File: config.mk
export PLATFORM = sky130hd
export DESIGN_NAME = tbwr_front
export DESIGN_NICKNAME = d
export VERILOG_FILES = /design/src/sv/tbwr_pkg.sv /design/src/sv/tbwr_front.sv
export SDC_FILE = /design/constraint.sdc
export NUM_CORES = 1
export LEC_CHECK = 0
export ABC_AREA = 1
export BUFFER_PORTS_ARGS = -buffer_cell sky130_fd_sc_hd__buf_2
export CORE_UTILIZATION = 34
export CTS_BUF_LIST = sky130_fd_sc_hd__clkbuf_8
export DETAILED_ROUTE_END_ITERATION = 6
export GPL_TIMING_DRIVEN = 1
export SYNTH_ARGS = -nofsm -noshare
export SYNTH_HDL_FRONTEND = slang
export SYNTH_SLANG_ARGS = --single-unit
File: constraint.sdc
create_clock -name clk -period 3.6 [get_ports clk]
set_input_delay 0.18 -clock clk [delete_from_list [all_inputs] [get_ports clk]]
set_output_delay 0.18 -clock clk [all_outputs]
set_load 0.1 [all_outputs]
File: src/sv/tbwr_pkg.sv
// Shared types and constants for the tile background/window renderer.
// No dependencies; imported by every module of the block.
package tbwr_pkg;

  // Video memory: 8 KiB of bytes, held as 4096 16-bit words (even byte low).
  localparam int VRAM_BYTES  = 8192;
  localparam int VRAM_ADDR_W = 13;
  localparam int VRAM_WORDS  = VRAM_BYTES / 2;
  localparam int WORD_ADDR_W = 12;

  localparam int SCREEN_WIDTH    = 160;
  localparam int SCREEN_LINES    = 144;
  localparam int WINDOW_X_OFFSET = 7;

  // Both tile maps sit in the top 2 KiB of video memory (0x9800 and 0x9C00).
  localparam logic [1:0] MAP_REGION = 2'b11;

  // Request kinds.
  localparam logic KIND_WRITE  = 1'b0;
  localparam logic KIND_RENDER = 1'b1;

  // Configuration register indexes.
  localparam int CFG_INDEX_W = 3;
  localparam logic [CFG_INDEX_W-1:0] REG_LCD_CONTROL = 3'd0;
  localparam logic [CFG_INDEX_W-1:0] REG_SCROLL_Y    = 3'd1;
  localparam logic [CFG_INDEX_W-1:0] REG_SCROLL_X    = 3'd2;
  localparam logic [CFG_INDEX_W-1:0] REG_WINDOW_Y    = 3'd3;
  localparam logic [CFG_INDEX_W-1:0] REG_WINDOW_X    = 3'd4;
  localparam logic [CFG_INDEX_W-1:0] REG_BG_PALETTE  = 3'd5;

  // LCD control bit positions.
  localparam int LCDC_BG_ENABLE  = 0;
  localparam int LCDC_BG_MAP     = 3;
  localparam int LCDC_DATA_SEL   = 4;
  localparam int LCDC_WIN_ENABLE = 5;
  localparam int LCDC_WIN_MAP    = 6;

  // One classified request as it travels from the front to the back.
  typedef struct packed {
    logic                   is_write;
    logic [VRAM_ADDR_W-1:0] addr;    // write address, or tile map entry address
    logic [7:0]             wdata;
    logic                   drawn;
    logic                   win;
    logic [2:0]             row;     // row inside the tile
    logic [2:0]             px;      // pixel inside the tile row
    logic [7:0]             col;
    logic [7:0]             line;
  } tbwr_item_t;

  // Configuration the back end needs.
  typedef struct packed {
    logic       data_unsigned;
    logic [7:0] palette;
  } tbwr_back_cfg_t;

endpackage

File: src/sv/tbwr_front.sv
// Front end: configuration registers and request classification.
// Depends on tbwr_pkg; feeds tbwr_queue and supplies tbwr_back with settings.
module tbwr_front
  import tbwr_pkg::*;
(
  input  logic                   clk,
  input  logic                   rst,
  input  logic                   cfg_write,
  input  logic [CFG_INDEX_W-1:0] cfg_index,
  input  logic [7:0]             cfg_data,
  input  logic                   kind,
  input  logic [VRAM_ADDR_W-1:0] vram_offset,
  input  logic [7:0]             vram_byte,
  input  logic [7:0]             column,
  input  logic [7:0]             line,
  output tbwr_item_t             item,
  output tbwr_back_cfg_t         back_cfg
);

  logic [7:0] lcd_control;
  logic [7:0] scroll_y;
  logic [7:0] scroll_x;
  logic [7:0] window_y;
  logic [7:0] window_x;
  logic [7:0] bg_palette;

  logic [7:0] win_start;
  logic       on_screen;
  logic       drawn;
  logic       win;
  logic [7:0] pos_x;
  logic [7:0] pos_y;
  logic       map_sel;

  always_ff @(posedge clk) begin
    if (rst) begin
      lcd_control <= '0;
      scroll_y    <= '0;
      scroll_x    <= '0;
      window_y    <= '0;
      window_x    <= '0;
      bg_palette  <= '0;
    end else if (cfg_write) begin
      case (cfg_index)
        REG_LCD_CONTROL: lcd_control <= cfg_data;
        REG_SCROLL_Y:    scroll_y    <= cfg_data;
        REG_SCROLL_X:    scroll_x    <= cfg_data;
        REG_WINDOW_Y:    window_y    <= cfg_data;
        REG_WINDOW_X:    window_x    <= cfg_data;
        REG_BG_PALETTE:  bg_palette  <= cfg_data;
        default: ;
      endcase
    end
  end

  always_comb begin
    win_start = (window_x < 8'(WINDOW_X_OFFSET)) ? 8'd0 : window_x - 8'(WINDOW_X_OFFSET);
    on_screen = (column < 8'(SCREEN_WIDTH)) && (line < 8'(SCREEN_LINES));
    drawn     = lcd_control[LCDC_BG_ENABLE] && on_screen;
    // Columns left of the window start fall back to the scrolled background.
    win       = drawn && lcd_control[LCDC_WIN_ENABLE] && (window_y <= line)
                && (column >= win_start);
    if (win) begin
      pos_x   = column - win_start;
      pos_y   = line - window_y;
      map_sel = lcd_control[LCDC_WIN_MAP];
    end else begin
      pos_x   = column + scroll_x;
      pos_y   = line + scroll_y;
      map_sel = lcd_control[LCDC_BG_MAP];
    end

    item.is_write = (kind == KIND_WRITE);
    item.addr     = (kind == KIND_WRITE) ? vram_offset
                                         : {MAP_REGION, map_sel, pos_y[7:3], pos_x[7:3]};
    item.wdata    = vram_byte;
    item.drawn    = drawn;
    item.win      = win;
    item.row      = pos_y[2:0];
    item.px       = pos_x[2:0];
    item.col      = column;
    item.line     = line;

    back_cfg.data_unsigned = lcd_control[LCDC_DATA_SEL];
    back_cfg.palette       = bg_palette;
  end

endmodule

; ---- Word level (Yosys, flattened, before mapping)
; Index checks and enable logic that the tools add are counted.
[totals]
register_bits = 47
out_inout_bits = 55
wordCells = 39
[classes]
add_sub_neg = 5
order_cmp = 5
eq_ne = 5
muxes = 5
bitwise_logic = 1
reduce_logical = 12
[op_table]
columns = operator, count
row1 = $mux W8, 3
row2 = $add A8 B8 Y8, 2
row3 = $lt A8 B8 Y1 const B, 2
row4 = $sub A8 B8 Y8, 2
row5 = $mux W13, 1
row6 = $reduce_and A2 Y1, 6
row7 = $ge A8 B8 Y1, 1
row8 = $le A8 B8 Y1, 1
row9 = $lt A8 B3 Y1 const B, 1
row10 = $sub A8 B3 Y8 const B, 1
row11 = $eq A3 B2 Y1 const B, 2
row12 = $eq A3 B3 Y1 const B, 2
row13 = $logic_and A1 B1 Y1, 5
row14 = $eq A3 B1 Y1 const B, 1
row15 = $logic_not A3 Y1, 1
row16 = $mux W1, 1
row17 = $not A1 Y1, 1

; ---- Logic depth before layout (Yosys ltp)
[depth]
ltp_word = 8
depth_mapped = 20
depth_no_buf = 20

; ---- Worst setup path before layout
; No wires, ideal clock.
[synth_timing]
kind = reg2out
from = register window_x[0]
to = output item[17] (netlist bit)
arrival_time_ns = 4.269
required_time_ns = 3.420
path_slack_ns = -0.849
stages_incl_launch_ff = 18
path_buffers = 1
path_cell_list = dfxtp_1 ha_1 nand2_1 inv_1 nor2_1 nand2_1 nor3_1 inv_1 o21ai_0 ha_1 nand2_1 nand2_1 a21oi_1 nand3_2 inv_2 nor2_4 buf_8 o21ai_0
[synth_lines]
columns = element, line_no
row1 = start: declaration, tbwr_front.sv:24  ; logic [7:0] window_x;
row2 = start signal: assignment, tbwr_front.sv:49  ; REG_WINDOW_X: window_x <= cfg_data;
row3 = end: declaration, tbwr_front.sv:16  ; output tbwr_item_t item,

==> run summary <==
### Clocking
* 2 — number of levels the H-tree was split into
* yes — CTS tree
* 45 — clock sink total
* 0.29 ns — clock network latency to the later pin of the worst-skew pair
* 5 — TritonCTS buffer count
* clkbuf_8 — master cell of the clock root buffer
* 0.09 ns — clock transition at the register clock pins on the worst setup and hold paths after CTS
* 0 — count of hold-fix buffers inserted at cts
* 2 — buffers from clock root to sink, at most

### Synth
* 32 — number of distinct library cells after synthesis
* 0 — Yosys Warn Count
* 45 — number of register bits inferred by synthesis
* 0.00397 mm² — Netlist Area Pre-Place
* 629 — count of mapped cells out of synthesis
* 0.227 — part of the Yosys area used for sequential elements
* 716 — Syn Nets
* 6.31 µm² — average instance area after synthesis

### Worst setup path
* reg -> out — Crit Path Class
* 3.42 ns — worst endpoint required time
* buf_2 — Slowest-stage cell, CP
* flop — kind of launch point of the worst setup path
* 5 — Worst Path Max Fanout
* 3.15 ns — Worst Path Arrival
* nand2_1 — dominant cell type by count on the critical path
* ha_1 -> nand2_1 -> inv_1 -> nor2_2 -> nand2_1 -> nor3_2 -> nor2_1 -> ha_1 -> inv_1 -> fa_2 -> nand3_1 -> nand2_1 -> nand2_1 -> nand3_2 -> inv_2 -> nor2_2 -> buf_2 — cell-by-cell listing of the critical path
* simple AND/OR/NAND/NOR gates — CP delay by family, top
* 4 — count of buffer and inverter cells on the critical path
* output pin — endpoint kind of the worst setup timing path
* 0.48 ns — maximum single-stage delay on the critical path

### Cells and area
* 0 — n_diodes
* 0.00244 mm² — area used by multi-input combinational logic
* 0.212 — fraction of layout cells with a size suffix above 1
* 0.00463 mm² — summed area of non-filler cells in the final layout
* 901 µm² — sequential standard cell area
* 779 — final layout net count
* 1,235 — filler cell count in the final layout
* 16.5% — area overhead of the layout relative to synthesis
* 0.405 — final core occ

### Run status
* finished clean — status

### Place
* 0.00437 mm² — Post-DP Area
* 90 — number of port buffers
* 8010 µm — post-detail-place hpwl
* 0.820 — global placement routability congestion

### STA
* 0 — Slew Limit Fails
* 0.815 ns — transition time at the pin with the least slew margin
* 0.457 — headroom to the max-slew limit
* 0.300 GHz — highest clock frequency the design can meet
* 0 — endpoints failing hold
* 0.926 — final clock period utilization by the worst path
* 0 ns — final setup skew
* 0 — setup-violating endpoint count in the final report
* true — RSZ-0062 raised after global routing
* 3.33 ns — min cycle time layout
* 0 ns — final-layout setup total negative slack

### Detailed routing
* 4.56 — detail-routed via count per cell
* 159 — number of design-rule violations left by the first detailed-router iteration
* 11.9 µm — Wirelength per Cell
* 4 — Detailed Routing Iterations Pass 1
* 3,812 — detailed-route via count
* 9990 µm — final wirelength
* met4 — top layer reached by signal wires
* 4330 µm — DR WL met2
* 0 — number of routed nets with antenna violations
* 0 — number of DRC violations after detailed routing
* 5110 µm — metal1 wirelength
* 408 µm — length of routed met3 wiring

### Global route
* 0.172 — total track usage
* 3,494 — via count of the first global-routing pass
* 16,300 µm — global-route wire length before repair
* 0 — residual overflow from global routing
* 46 — largest net degree at the start of global routing
* 0 — antenna violations before repair

### Floorplanning
* 110 µm — Chip Height
* 0.348 — Initial Utilization
* 0.0121 mm² — floorplan die area
* 107 — number of placed I/O pins
* 0.0114 mm² — Std-Cell Core Area
* 110 µm — DIE WIDTH
* 39 — number of placement rows

### Worst hold path
* in -> reg — class of the worst hold path

### Pwr
* 0.000204 V — Worst IR Drop VDD
* 335 mW/mm² — power per unit of standard cell area
* 0.00242 µW — leakage power of the design

### Flow run
* 0 — maximum capacitance violations

[cells in the mapped netlist, drive strengths merged]
| cell type | number | area (µm²) |
|---|---|---|
| a21oi | 42 | 210 |
| nor2 | 45 | 201 |
| nand3 | 38 | 245 |
| a21boi | 1 | 7.51 |
| inv | 104 | 390 |
| nand2 | 225 | 882 |
| o21bai | 1 | 7.51 |
| a31oi | 2 | 12.5 |
| nand3b | 2 | 15.0 |
| xor2 | 12 | 105 |
| ha | 31 | 388 |
| nand4 | 3 | 18.8 |
| clkbuf | 6 | 22.5 |
| clkinv | 1 | 3.75 |
| buf | 32 | 246 |
| o21ai | 10 | 53.8 |
| fa | 4 | 80.1 |
| a211oi | 15 | 113 |
| nor3 | 2 | 10.0 |
| dfxtp | 45 | 901 |
| or2 | 5 | 31.3 |
| xnor2 | 3 | 26.3 |
[kinds of logic (layout without fill, tap and decap cells)]
logic type	Yosys count	after routing	share of synthesized area
AND/OR/NAND/NOR	320	321	0.353
flip-flops	45	45	0.227
XOR/XNOR	15	15	0.0331
AO/OA/AOI/OAI	71	71	0.102
buffers and inverters	143	206	0.167
adder cells (fa/ha/maj)	35	35	0.118
[registers in the layout (all words and copies together) (netlist names)]
signal and count:
window_y 8, window_x 8, scroll_x 8, lcd_control 5, bg_palette 8, scroll_y 8
[worst min-delay path, delay by kind of cell]
kind / cells / cell delay (ns)
and+or+nand+nor: 1 / 0.09
AOI/OAI and AO/OA: 1 / 0.06
buffers and inverters: 1 / 0.12
[final timing paths]
check / from / slack [ns] / cells after the start / to
worst max-delay path: window_x[0] / 0.27 / 17 / item[22]
worst min-delay path: cfg_index[0] / 0.20 / 3 / window_y[0]
worst max register to register: window_x[3] / 2.83 / 2 / window_x[3]
worst min register to register: lcd_control[4] / 0.46 / 2 / lcd_control[4]
[power breakdown]
group,internal (µW),switching (µW)
registers,510,7.80
logic,171,462
clock network,226,174
total,907,644
[cells in the final DEF, fill, tap and decap left out, drive strengths merged]
| cell type | count |
|---|---|
| fa | 4 |
| nor3 | 2 |
| or2 | 5 |
| xnor2 | 3 |
| o21ai | 10 |
| o21bai | 1 |
| nand3b | 2 |
| clkinvlp | 1 |
| a31oi | 2 |
| clkbuf | 9 |
| inv | 104 |
| xor2 | 12 |
| ha | 31 |
| a21boi | 1 |
| nor2 | 46 |
| buf | 90 |
| a211oi | 15 |
| clkinv | 1 |
| a21oi | 42 |
| nand4 | 3 |
| bufinv | 1 |
| nand3 | 38 |
| nand2 | 225 |
| dfxtp | 45 |
[layout make-up]
| type | instances | share of cell area |
|---|---|---|
| repair buffers | 93 | 0.127 |
| well taps | 143 | 0.0387 |
| clock buffers | 6 | 0.0179 |
| clock inverters | 2 | 0.00811 |
| inverters | 105 | 0.0852 |
| flip-flops and latches | 45 | 0.195 |
| multi-input cells | 442 | 0.528 |
[metrics by stage]
step	hold WS, ns	setup slack [ns]	cells	power [µW]
final	0.196	0.267	836	1550
after global placement	0.361	0.349	824	1130
after CTS	0.181	0.00172	833	1550
after detailed placement	0.361	0.208	824	1140
after global routing	0.195	-0.0145	836	1640
after floorplan	0.325	-0.0421	629	1060
[metal layers]
metal  track usage  vias to the layer above
met4        0.0457                        0
met5             0                        -
met3        0.0194                       12
li1              -                     2060
met2         0.279                       97
met1         0.240                     1643
[timing repair]
action	in CTS	in global routing
resized for setup	6	35
cloned	0	1
endpoints found under the setup margin	17	18
setup buffers	1	2
pin swaps	1	2
Note: power is estimated with default switching activity, not from simulation.
