## src/sv/tbwr_pkg.sv

```systemverilog
// Shared types and constants for the tile background/window renderer.
// No dependencies; imported by every module of the block.
package tbwr_pkg;

  // Video memory: 8 KiB of bytes, held as 4096 16-bit words (even byte low).
  localparam int VRAM_BYTES  = 8192;
  localparam int VRAM_ADDR_W = 13;
  localparam int VRAM_WORDS  = VRAM_BYTES / 2;
  localparam int WORD_ADDR_W = 12;

  localparam int SCREEN_WIDTH    = 160;
  localparam int SCREEN_LINES    = 144;
  localparam int WINDOW_X_OFFSET = 7;

  // Both tile maps sit in the top 2 KiB of video memory (0x9800 and 0x9C00).
  localparam logic [1:0] MAP_REGION = 2'b11;

  // Request kinds.
  localparam logic KIND_WRITE  = 1'b0;
  localparam logic KIND_RENDER = 1'b1;

  // Configuration register indexes.
  localparam int CFG_INDEX_W = 3;
  localparam logic [CFG_INDEX_W-1:0] REG_LCD_CONTROL = 3'd0;
  localparam logic [CFG_INDEX_W-1:0] REG_SCROLL_Y    = 3'd1;
  localparam logic [CFG_INDEX_W-1:0] REG_SCROLL_X    = 3'd2;
  localparam logic [CFG_INDEX_W-1:0] REG_WINDOW_Y    = 3'd3;
  localparam logic [CFG_INDEX_W-1:0] REG_WINDOW_X    = 3'd4;
  localparam logic [CFG_INDEX_W-1:0] REG_BG_PALETTE  = 3'd5;

  // LCD control bit positions.
  localparam int LCDC_BG_ENABLE  = 0;
  localparam int LCDC_BG_MAP     = 3;
  localparam int LCDC_DATA_SEL   = 4;
  localparam int LCDC_WIN_ENABLE = 5;
  localparam int LCDC_WIN_MAP    = 6;

  // One classified request as it travels from the front to the back.
  typedef struct packed {
    logic                   is_write;
    logic [VRAM_ADDR_W-1:0] addr;    // write address, or tile map entry address
    logic [7:0]             wdata;
    logic                   drawn;
    logic                   win;
    logic [2:0]             row;     // row inside the tile
    logic [2:0]             px;      // pixel inside the tile row
    logic [7:0]             col;
    logic [7:0]             line;
  } tbwr_item_t;

  // Configuration the back end needs.
  typedef struct packed {
    logic       data_unsigned;
    logic [7:0] palette;
  } tbwr_back_cfg_t;

endpackage

```

## src/sv/tbwr_queue.sv

```systemverilog
// Short request queue between the front and back ends.
// Depends on tbwr_pkg for the item type.
module tbwr_queue
  import tbwr_pkg::*;
#(
  parameter int DEPTH = 4
) (
  input  logic       clk,
  input  logic       rst,
  input  logic       push,
  input  tbwr_item_t push_item,
  output logic       not_full,
  input  logic       pop,
  output logic       head_valid,
  output tbwr_item_t head_item
);

  localparam int PTR_W   = (DEPTH > 1) ? $clog2(DEPTH) : 1;
  localparam int COUNT_W = $clog2(DEPTH + 1);

  tbwr_item_t         slots [DEPTH];
  logic [PTR_W-1:0]   wr_ptr;
  logic [PTR_W-1:0]   rd_ptr;
  logic [COUNT_W-1:0] count;

  assign not_full   = (count != COUNT_W'(DEPTH));
  assign head_valid = (count != '0);
  assign head_item  = slots[rd_ptr];

  always_ff @(posedge clk) begin
    if (push) begin
      slots[wr_ptr] <= push_item;
    end
  end

  always_ff @(posedge clk) begin
    if (rst) begin
      wr_ptr <= '0;
      rd_ptr <= '0;
      count  <= '0;
    end else begin
      if (push) begin
        wr_ptr <= (wr_ptr == PTR_W'(DEPTH - 1)) ? '0 : wr_ptr + 1'b1;
      end
      if (pop) begin
        rd_ptr <= (rd_ptr == PTR_W'(DEPTH - 1)) ? '0 : rd_ptr + 1'b1;
      end
      if (push && !pop) begin
        count <= count + 1'b1;
      end else if (pop && !push) begin
        count <= count - 1'b1;
      end
    end
  end

endmodule

```

## config.mk

```make
export PLATFORM = sky130hd
export DESIGN_NAME = tbwr_queue
export DESIGN_NICKNAME = d
export VERILOG_FILES = /design/src/sv/tbwr_pkg.sv /design/src/sv/tbwr_queue.sv
export SDC_FILE = /design/constraint.sdc
export NUM_CORES = 1
export LEC_CHECK = 0
export BUFFER_PORTS_ARGS = -buffer_cell sky130_fd_sc_hd__buf_2
export CORE_MARGIN = 4
export CORE_UTILIZATION = 50
export CTS_BUF_LIST = sky130_fd_sc_hd__clkbuf_2 sky130_fd_sc_hd__clkbuf_4 sky130_fd_sc_hd__clkbuf_8
export DETAILED_ROUTE_END_ITERATION = 6
export GPL_ROUTABILITY_DRIVEN = 0
export GPL_TIMING_DRIVEN = 0
export PLACE_DENSITY = 0.74
export SYNTH_ARGS = -nofsm -noshare
export SYNTH_HDL_FRONTEND = slang
export SYNTH_SLANG_ARGS = --single-unit
```

## constraint.sdc

```tcl
create_clock -name clk -period 2.09 [get_ports clk]
set_input_delay 0 -clock clk [delete_from_list [all_inputs] [get_ports clk]]
set_output_delay 0 -clock clk [all_outputs]
set_load 0.1 [all_outputs]
```

; ---- Yosys cells after proc, flatten, opt, wreduce, memory -nomap -nowiden
; Memory sizes are Yosys's and may differ from the RTL's. A register that Yosys moved wholly into a read port is not among the register bits.
; Index checks and enable logic that the tools add are counted.
[op_classes]
add_sub_neg = 4
reduce_logical = 6
n_eq_ne = 3
n_mux = 8
[op_table]
columns = op, n
row1 = $mux 2, 4
row2 = $mux 3, 2
row3 = $add 2x1->2 const B, 2
row4 = $eq 2x2->1 const B, 2
row5 = $add 3x1->3 const B, 1
row6 = $ne 3x3->1 const B, 1
row7 = $reduce_bool 3->1, 1
row8 = $sub 3x1->3 const B, 1
row9 = $logic_and 1x1->1, 2
row10 = $logic_not 1->1, 2
row11 = $mux 1, 2
row12 = $reduce_bool 2->1, 1
[word_totals]
wordCells = 25
register_bits = 7
mem_count = 1
ramBits = 184
out_inout_bits = 48
[memory_table]
columns = name, words, width, rd, rd_ports_with_merged_regs, write_ports, line_no
row1 = slots, 4, 46, 1, 1, 1, tbwr_queue.sv:21  ; tbwr_item_t slots [DEPTH];

; ---- Logic depth before layout (Yosys ltp)
; Gate-level depths: netlist of the first run.
[logic_depth]
ltp_word = 4
mapped_depth = 7

; ---- Worst setup path after synthesis of the first run
; Ideal clock, no wire load.
[synth_timing]
path_kind = register -> register
startpoint = register wr_ptr[0]
endpoint = memory slots[3][0] (netlist name) (enable)
stages_incl_launch_ff = 3
t_arrival_ns = 1.653
n_path_buf = 0
setup_slack_ns = 0.029
path_cell_list = dfxtp_1 ha_1 and2_1
[synth_rtl]
columns = item, line_no
row1 = start: declaration, tbwr_queue.sv:22  ; logic [PTR_W-1:0] wr_ptr;
row2 = start signal: assignment, tbwr_queue.sv:43  ; wr_ptr <= (wr_ptr == PTR_W'(DEPTH - 1)) ? '0 : wr_ptr + 1'b1;
row3 = end: declaration, tbwr_queue.sv:21
; Straight into the memory's write port.

==> results of run 1 <==
[per-layer routing]
| layer | GRT usage | part of all wire |
|---|---|---|
| met4 | 0.0606 | 0.012 |
| met3 | 0.0372 | 0.046 |
| met1 | 0.208 | 0.39 |
| met5 | 0 | 0 |
| met2 | 0.290 | 0.55 |
[critical path: cells and delay by family, from the launching register on]
kind | cells | cell delay [ns]
DFF | 1 | 0.35
muxes | 1 | 0.52
buffers and inverters | 3 | 0.68
[layout make-up]
class,instances,area share
well taps,180,0.0251
clock buffers,18,0.0269
inverters,4,0.00167
multi-input cells,78,0.146
clock inverters,14,0.0208
repair buffers,150,0.129
plain buffers,10,0.0141
flip-flops and latches,193,0.636
[placed cells by master (no fill, tap or decap), types with 2 or more instances in the layout]
| master | n |
|---|---|
| dlygate4sd3_1 | 49 |
| mux4_1 | 6 |
| inv_6 | 2 |
| dfxtp_1 | 9 |
| or3_1 | 2 |
| a21oi_1 | 2 |
| edfxtp_1 | 184 |
| clkbuf_4 | 18 |
| buf_2 | 57 |
| buf_12 | 8 |
| mux2i_1 | 4 |
| xor2_1 | 2 |
| and2_2 | 4 |
| buf_4 | 27 |
| clkinv_2 | 3 |
| clkinvlp_4 | 4 |
| mux4_2 | 40 |
| bufinv_16 | 4 |
| ha_1 | 6 |
| clkbuf_8 | 17 |
| nor2_1 | 8 |
| inv_1 | 4 |
[final timing paths]
kind                                   start           end  slack (ns)  depth (start not counted)
worst max-delay path               flip-flop  head_item[5]        0.09                          4
worst min-delay path            push_item[5]   slots[3][5]        0.30                          2
worst max register to register     wr_ptr[0]  slots[3][27]        0.20                          3
worst min register to register      count[2]      count[2]        0.52                          2
[sequential cells by signal (all words and copies together) (netlist names), named ones only]
signal and flops:
wr_ptr 2, slots 184, count 3, rd_ptr 2
[logic make-up after synthesis]
family | Yosys count
flip-flops | 193
AO/OA/AOI/OAI | 3
multiplexers | 50
AND/OR/NAND/NOR | 16
adder cells (fa/ha/maj) | 7
buffers and inverters | 14
XOR/XNOR | 2
[cell usage after synthesis]
master / instances / area share
inv_1: 4 / 0.0021
mux4_2: 40 / 0.13
nor3b_1: 1 / 0.0011
nand2_1: 1 / 0.00053
edfxtp_1: 184 / 0.77
a21oi_1: 2 / 0.0014
or3_1: 2 / 0.0018
mux2i_1: 4 / 0.0056
and2_1: 4 / 0.0035
nor2_1: 8 / 0.0042
dfxtp_1: 9 / 0.025
buf_2: 4 / 0.0028
mux4_1: 6 / 0.022
o21ai_0: 1 / 0.00070
clkbuf_2: 1 / 0.00070
ha_1: 6 / 0.011
buf_6: 1 / 0.0016
xor2_1: 2 / 0.0025
fa_1: 1 / 0.0028
buf_12: 4 / 0.011
[metrics by stage]
step	power [mW]	TNS, ns	area [um2]	util
6_report	8.82	0	8970	0.643
5_1_grt	9.12	-0.0125	8970	0.643
4_1_cts	8.87	0	8920	0.640
3_5_place_dp	6.23	0	7940	0.570
3_3_place_gp	6.18	-158.80	7850	0.564
2_1_floorplan	5.90	0	7140	-
[power groups by stage]
| stage | registers, mW | clock network (mW) | logic, mW |
|---|---|---|---|
| global placement | 4.56 | 0 | 1.62 |
| global route | 4.48 | 2.77 | 1.87 |
| finish | 4.47 | 2.56 | 1.79 |
| detailed placement | 4.56 | 0 | 1.67 |
| floorplan | 4.55 | 0 | 1.35 |
| CTS | 4.47 | 2.61 | 1.79 |
[repair_timing]
action                     CTS  global route
gates resized for setup     26            19
hold endpoints to repair   193             0
hold buffers                49             0
setup endpoints to repair   26            39
pin swaps                    0             0
buffers inserted             0             0
==> metrics.csv, run 1 <==
stage;metric;value;unit
power;p_clk_frac;0.290;
routing;drc;0;
sta;fin_crit_sh;0.955;
job;maxCapViolations;0;
final_layout;area_growth;25.5;%
yosys;yosysUniqueCellTypes;20;
sta;slew_headroom;0.516;
clocking;clkTransAtPathRegs;0.10;ns
setup_path;cp_slowest_cell;mux4_2;
routing;first_pass_iters;4;
place;place_inst;566;
yosys;syn_area;7140;um2
clocking;worst_skew_pair.late_latency;0.45;ns
setup_path;max_stage_delay;0.52;ns
setup_path;cp-end-kind;output pin;
power;p_sw_frac;0.295;
yosys;syn_inst;285;
global_route;grt_use_total;0.167;
yosys;synth_nets;342;
sta;setup_viol_count_final;0;
yosys;synth.yosys.seq_area_share;0.799;
setup_path;crit_arrival;2.00;ns
place;dp.final_hpwl;7920;um
floorplanning;rows;43;
clocking;clockRootBuffer;clkbuf_8;
power;vdd_ir_drop_max;0.674;mV
final_layout;n_antenna_cell;0;
floorplanning;initial_core_util;0.513;
clocking;clock_path_buffers;2;
yosys;synth_top_family_by_area;multiplexers;
floorplanning;die_area;16300;um2
floorplanning;die_x;128;um
yosys;yosysWarnings;0;
power;switchingPower;2.60;mW
global_route;antenna_found_initial;0;
power;power_density;983;nW/um2
yosys;synth_xor_area_frac;0.00245;
sta;finalMaxSlewViolations;0;
global_route;grt_pass1_vias;3872;
floorplanning;io_pins;98;
routing;postRouteAntennaNets;0;
yosys;synthAdderAreaFrac;0.0133;
routing;routed_wl;13000;um
setup_path;crit_required;2.09;ns
floorplanning;design.core.area;13900;um2
yosys;synth_compound_area_frac;0.00210;
place;dpl_worst_slack;0.221;ns
final_layout;fillCellCount;932;
yosys;synth_seq_cells;193;
clocking;cts_tree;yes;
floorplanning;die_h;128;um
yosys;yosys.area_share.simple;0.0110;
global_route;grt_pass1_wl;20200;um
routing;vias;3457;
power;leakagePower;3.10;nW
yosys;avgSynthCellArea;25.1;um2
yosys;synth.area.mux_share;0.154;
sta;max_freq;0.501;GHz
global_route;grt_max_degree;27;
sta;fin_ws;0.0939;ns
clocking;htreeDepth;4;
routing;vias_per_cell;5.34;
power;seq_power_share;0.507;
final_layout;ff_latch_area;5710;um2
sta;finalClockSkew;0.0171;ns
setup_path;worstPathCellList;buf_6 > buf_12 > mux4_2 > clkbuf_4;
sta;timing.hold.ws;0.300;ns
power;comb_power_share;0.203;
sta;finalHoldViolCount;0;
sta;fin_crit;2.00;ns
hold_path;hold_path.class;input port to flip-flop;
routing;drtIter0Drc;204;
power;p_int;6.21;mW
routing;wire_per_inst;20.1;um
sta;worst_pin_slew;0.725;ns
clocking;cts.sinks;193;
final_layout;multi_input_area;1310;um2
final_layout;stdcell_count;647;
clocking;numCtsBuffers;17;
outcome;status;finished, final reports clean;
final_layout;nets;511;
setup_path;crit_type;flip-flop to output pin;
global_route;overflow;0;
setup_path;start_kind;flip-flop;
setup_path;crit_path_max_fanout;10;
place;io_buffers;97;
final_layout;drive_gt1_frac;0.398;
Note: power is estimated with default switching activity, not from simulation.
==> inputs of run 2 (changes only) <==
Settings changed: PLACE_DENSITY 0.74 to 0.71.
Clock period 2.09 ns to 1.9 ns, I/O delays scaled along.
==> run 2 against run 1 <==
  * Global-route usage down 0.12 points
  * Combinational power up 24%
  * Core utilization up 2.3 points
  * Clock skew down 0.0087 ns
  * Final cell count up 0.31%
  * Largest power group unchanged
  * Clock-buffer cell count up 1
  * Non-clock buffer count up 3
==> metrics.csv, run 2 (synthesized netlist as in run 1, its figures left out) <==
stage;metric;value;unit;change
routing;vias_per_cell;5.16;;-3.5%
final_layout;final_common_cell;edfxtp_1;;
global_route;grt_pass1_wl;19800;um;-2.2%
setup_path;crit_buf_inv;3;;unchanged
routing;vias;3346;;-3.2%
final_layout;final_cell_mix;184 x edfxtp_1, 51 x buf_2, 49 x dlygate4sd3_1;;
setup_path;max_stage_delay;0.54;ns;+0.02 ns
final_layout;largest_register;slots;;
clocking;cts.sinks;193;;unchanged
power;vdd_ir_drop_max;0.730;mV;+8.3%
sta;fin_ws;0.0250;ns;-0.0689 ns
hold_path;hold_path_depth;2;;unchanged
routing;wire_per_inst;19.5;um;-3.1%
setup_path;crit_family;multiplexers;;
setup_path;crit_path_max_fanout;5;;-5
global_route;overflow;0;;unchanged
setup_path;rrSetupSlack;0.26;ns;+0.06 ns
final_layout;area_growth;30.1;%;
final_layout;reg_top3;slots: 184 flops, count: 3 flops;;
hold_path;hold_path.class;input port to flip-flop;;
clocking;clkTransAtPathRegs;0.09;ns;about the same
place;dp.final_hpwl;6970;um;-12%
hold_path;min_from;push_item[33];;
sta;finalMaxSlewViolations;0;;unchanged
clocking;worst_skew_pair.late_latency;0.44;ns;about the same
place;dpl_worst_slack;-0.148;ns;-0.369 ns
global_route;grt_use_total;0.166;;-0.00116
sta;slew_headroom;0.510;;-0.00597
sta;fin_crit;1.88;ns;
sta;max_freq;0.533;GHz;
final_layout;drive_gt1_frac;0.412;;+0.0132
sta;setup_viol_count_final;0;;unchanged
clocking;clockRootBuffer;clkbuf_8;;
setup_path;cp-end-kind;output pin;;
routing;drc;0;;unchanged
global_route;grt_pass1_vias;3728;;-3.7%
final_layout;nets;514;;+0.59%
floorplanning;rows;43;;unchanged
sta;rsz0062_at_grt;true;;
outcome;status;finished, final reports clean;;
setup_path;crit_arrival;1.88;ns;-0.12 ns
floorplanning;design.core.area;13900;um2;unchanged
setup_path;worstPathCellList;clkbuf_16 > buf_16 > mux4_2 > buf_8;;
global_route;grt_max_degree;47;;+74%
final_layout;largest_register_ffs;184;;unchanged
hold_path;hold_end;slots[2][33];;
sta;finalClockSkew;0.00841;ns;-0.00873 ns
clocking;htreeDepth;4;;unchanged
routing;first_pass_iters;4;;unchanged
routing;drtIter0Drc;256;;+25%
routing;routed_wl;12700;um;-2.8%
sta;timing.hold.ws;0.298;ns;-0.00180 ns
global_route;antenna_found_initial;0;;unchanged
routing;postRouteAntennaNets;0;;unchanged
setup_path;worstRegToRegCells;2;;-1
floorplanning;die_h;128;um;unchanged
setup_path;crit_type;flip-flop to output pin;;
sta;fin_crit_sh;0.987;;
final_layout;n_antenna_cell;0;;unchanged
clocking;clock_path_buffers;2;;unchanged
power;power_density;1040;nW/um2;+5.4%
clocking;numCtsBuffers;17;;unchanged
clocking;cts_tree;yes;;
setup_path;cp_slowest_cell;mux4_2;;
setup_path;worstReg2RegEnd;slots[3][24];;
floorplanning;io_pins;98;;unchanged
setup_path;start_kind;flip-flop;;
floorplanning;initial_core_util;0.513;;unchanged
setup_path;timing.rr.start;wr_ptr[0];;
place;io_buffers;97;;unchanged
sta;finalHoldViolCount;0;;unchanged
floorplanning;die_x;128;um;unchanged
power;leakagePower;3.23;nW;+4.1%
floorplanning;die_area;16300;um2;unchanged
setup_path;crit_required;1.90;ns;-0.19 ns
sta;worst_pin_slew;0.734;ns;+0.00896 ns
job;maxCapViolations;0;;unchanged
[run 2: changes by cell type in the layout (fill, tap and decap cells not counted), sizes merged]
cell / delta
bufinv: -2
buf: +17
clkinv: +5
bufbuf: +1
clkbuf: -14
clkinvlp: -4
inv: -1
[run 2: what timing repair did]
action,in CTS,in global routing
endpoints found under the hold margin,193,0
gates cloned,4,2
endpoints found under the setup margin,230,46
resized for setup,110,46
hold buffers,49,0
setup buffers,5,0
[run 2: routing by layer]
layer / wire, um / vias to the layer above / global-route usage / part of all wire
met5: 0 / - / 0 / 0
met4: 211 / 0 / 0.0650 / 0.017
met3: 541 / 19 / 0.0481 / 0.043
met2: 6510 / 77 / 0.282 / 0.51
met1: 5410 / 1703 / 0.202 / 0.43
li1: - / 1547 / - / -
[run 2: area by class of cell]
class,instances,area (um2)
flip-flops and latches,193,5710
well taps,180,225
clock buffers,19,249
fillers,911,4640
plain buffers,8,101
inverters,4,15.0
clock inverters,12,118
repair buffers,155,1580
multi-input cells,78,1290
[run 2: worst reg2reg max path, delay by kind of cell (launching register included)]
| kind | cells | cell delay, ns |
|---|---|---|
| adder cells (fa/ha/maj) | 1 | 0.20 |
| flip-flops | 1 | 0.42 |
| AND/OR/NAND/NOR | 1 | 0.62 |
[run 2: worst max path at each step]
stage | depth (start not counted) | slack [ns] | end
3_5_place_dp | 2 | -0.15 | slots[3][11]
6_report | 4 | 0.02 | head_item[10]
2_1_floorplan | 2 | 0.33 | slots[3][0]
4_1_cts | 5 | -0.11 | head_item[19]
3_3_place_gp | 2 | -0.15 | slots[3][7]
5_1_grt | 4 | -0.05 | head_item[10]
[run 2: report_power, final]
group	total [mW]	internal (mW)	switching, mW	leakage (nW)
clock	2.49	1.18	1.31	0.193
combinational	2.22	0.742	1.48	1.27
sequential	4.92	4.86	0.0557	1.76
[run 2: metrics by stage]
step           std cells  setup TNS [ns]  utilization  area (um2)  total power, mW
4_1_cts              651           -1.98        0.660        9190             9.65
3_3_place_gp         562          -24.73        0.564        7860             6.79
2_1_floorplan        285               0            -        7150             6.48
3_5_place_dp         562          -24.85        0.564        7860             6.82
5_1_grt              649          -0.858        0.667        9290             9.99
6_report             649               0        0.667        9290             9.63
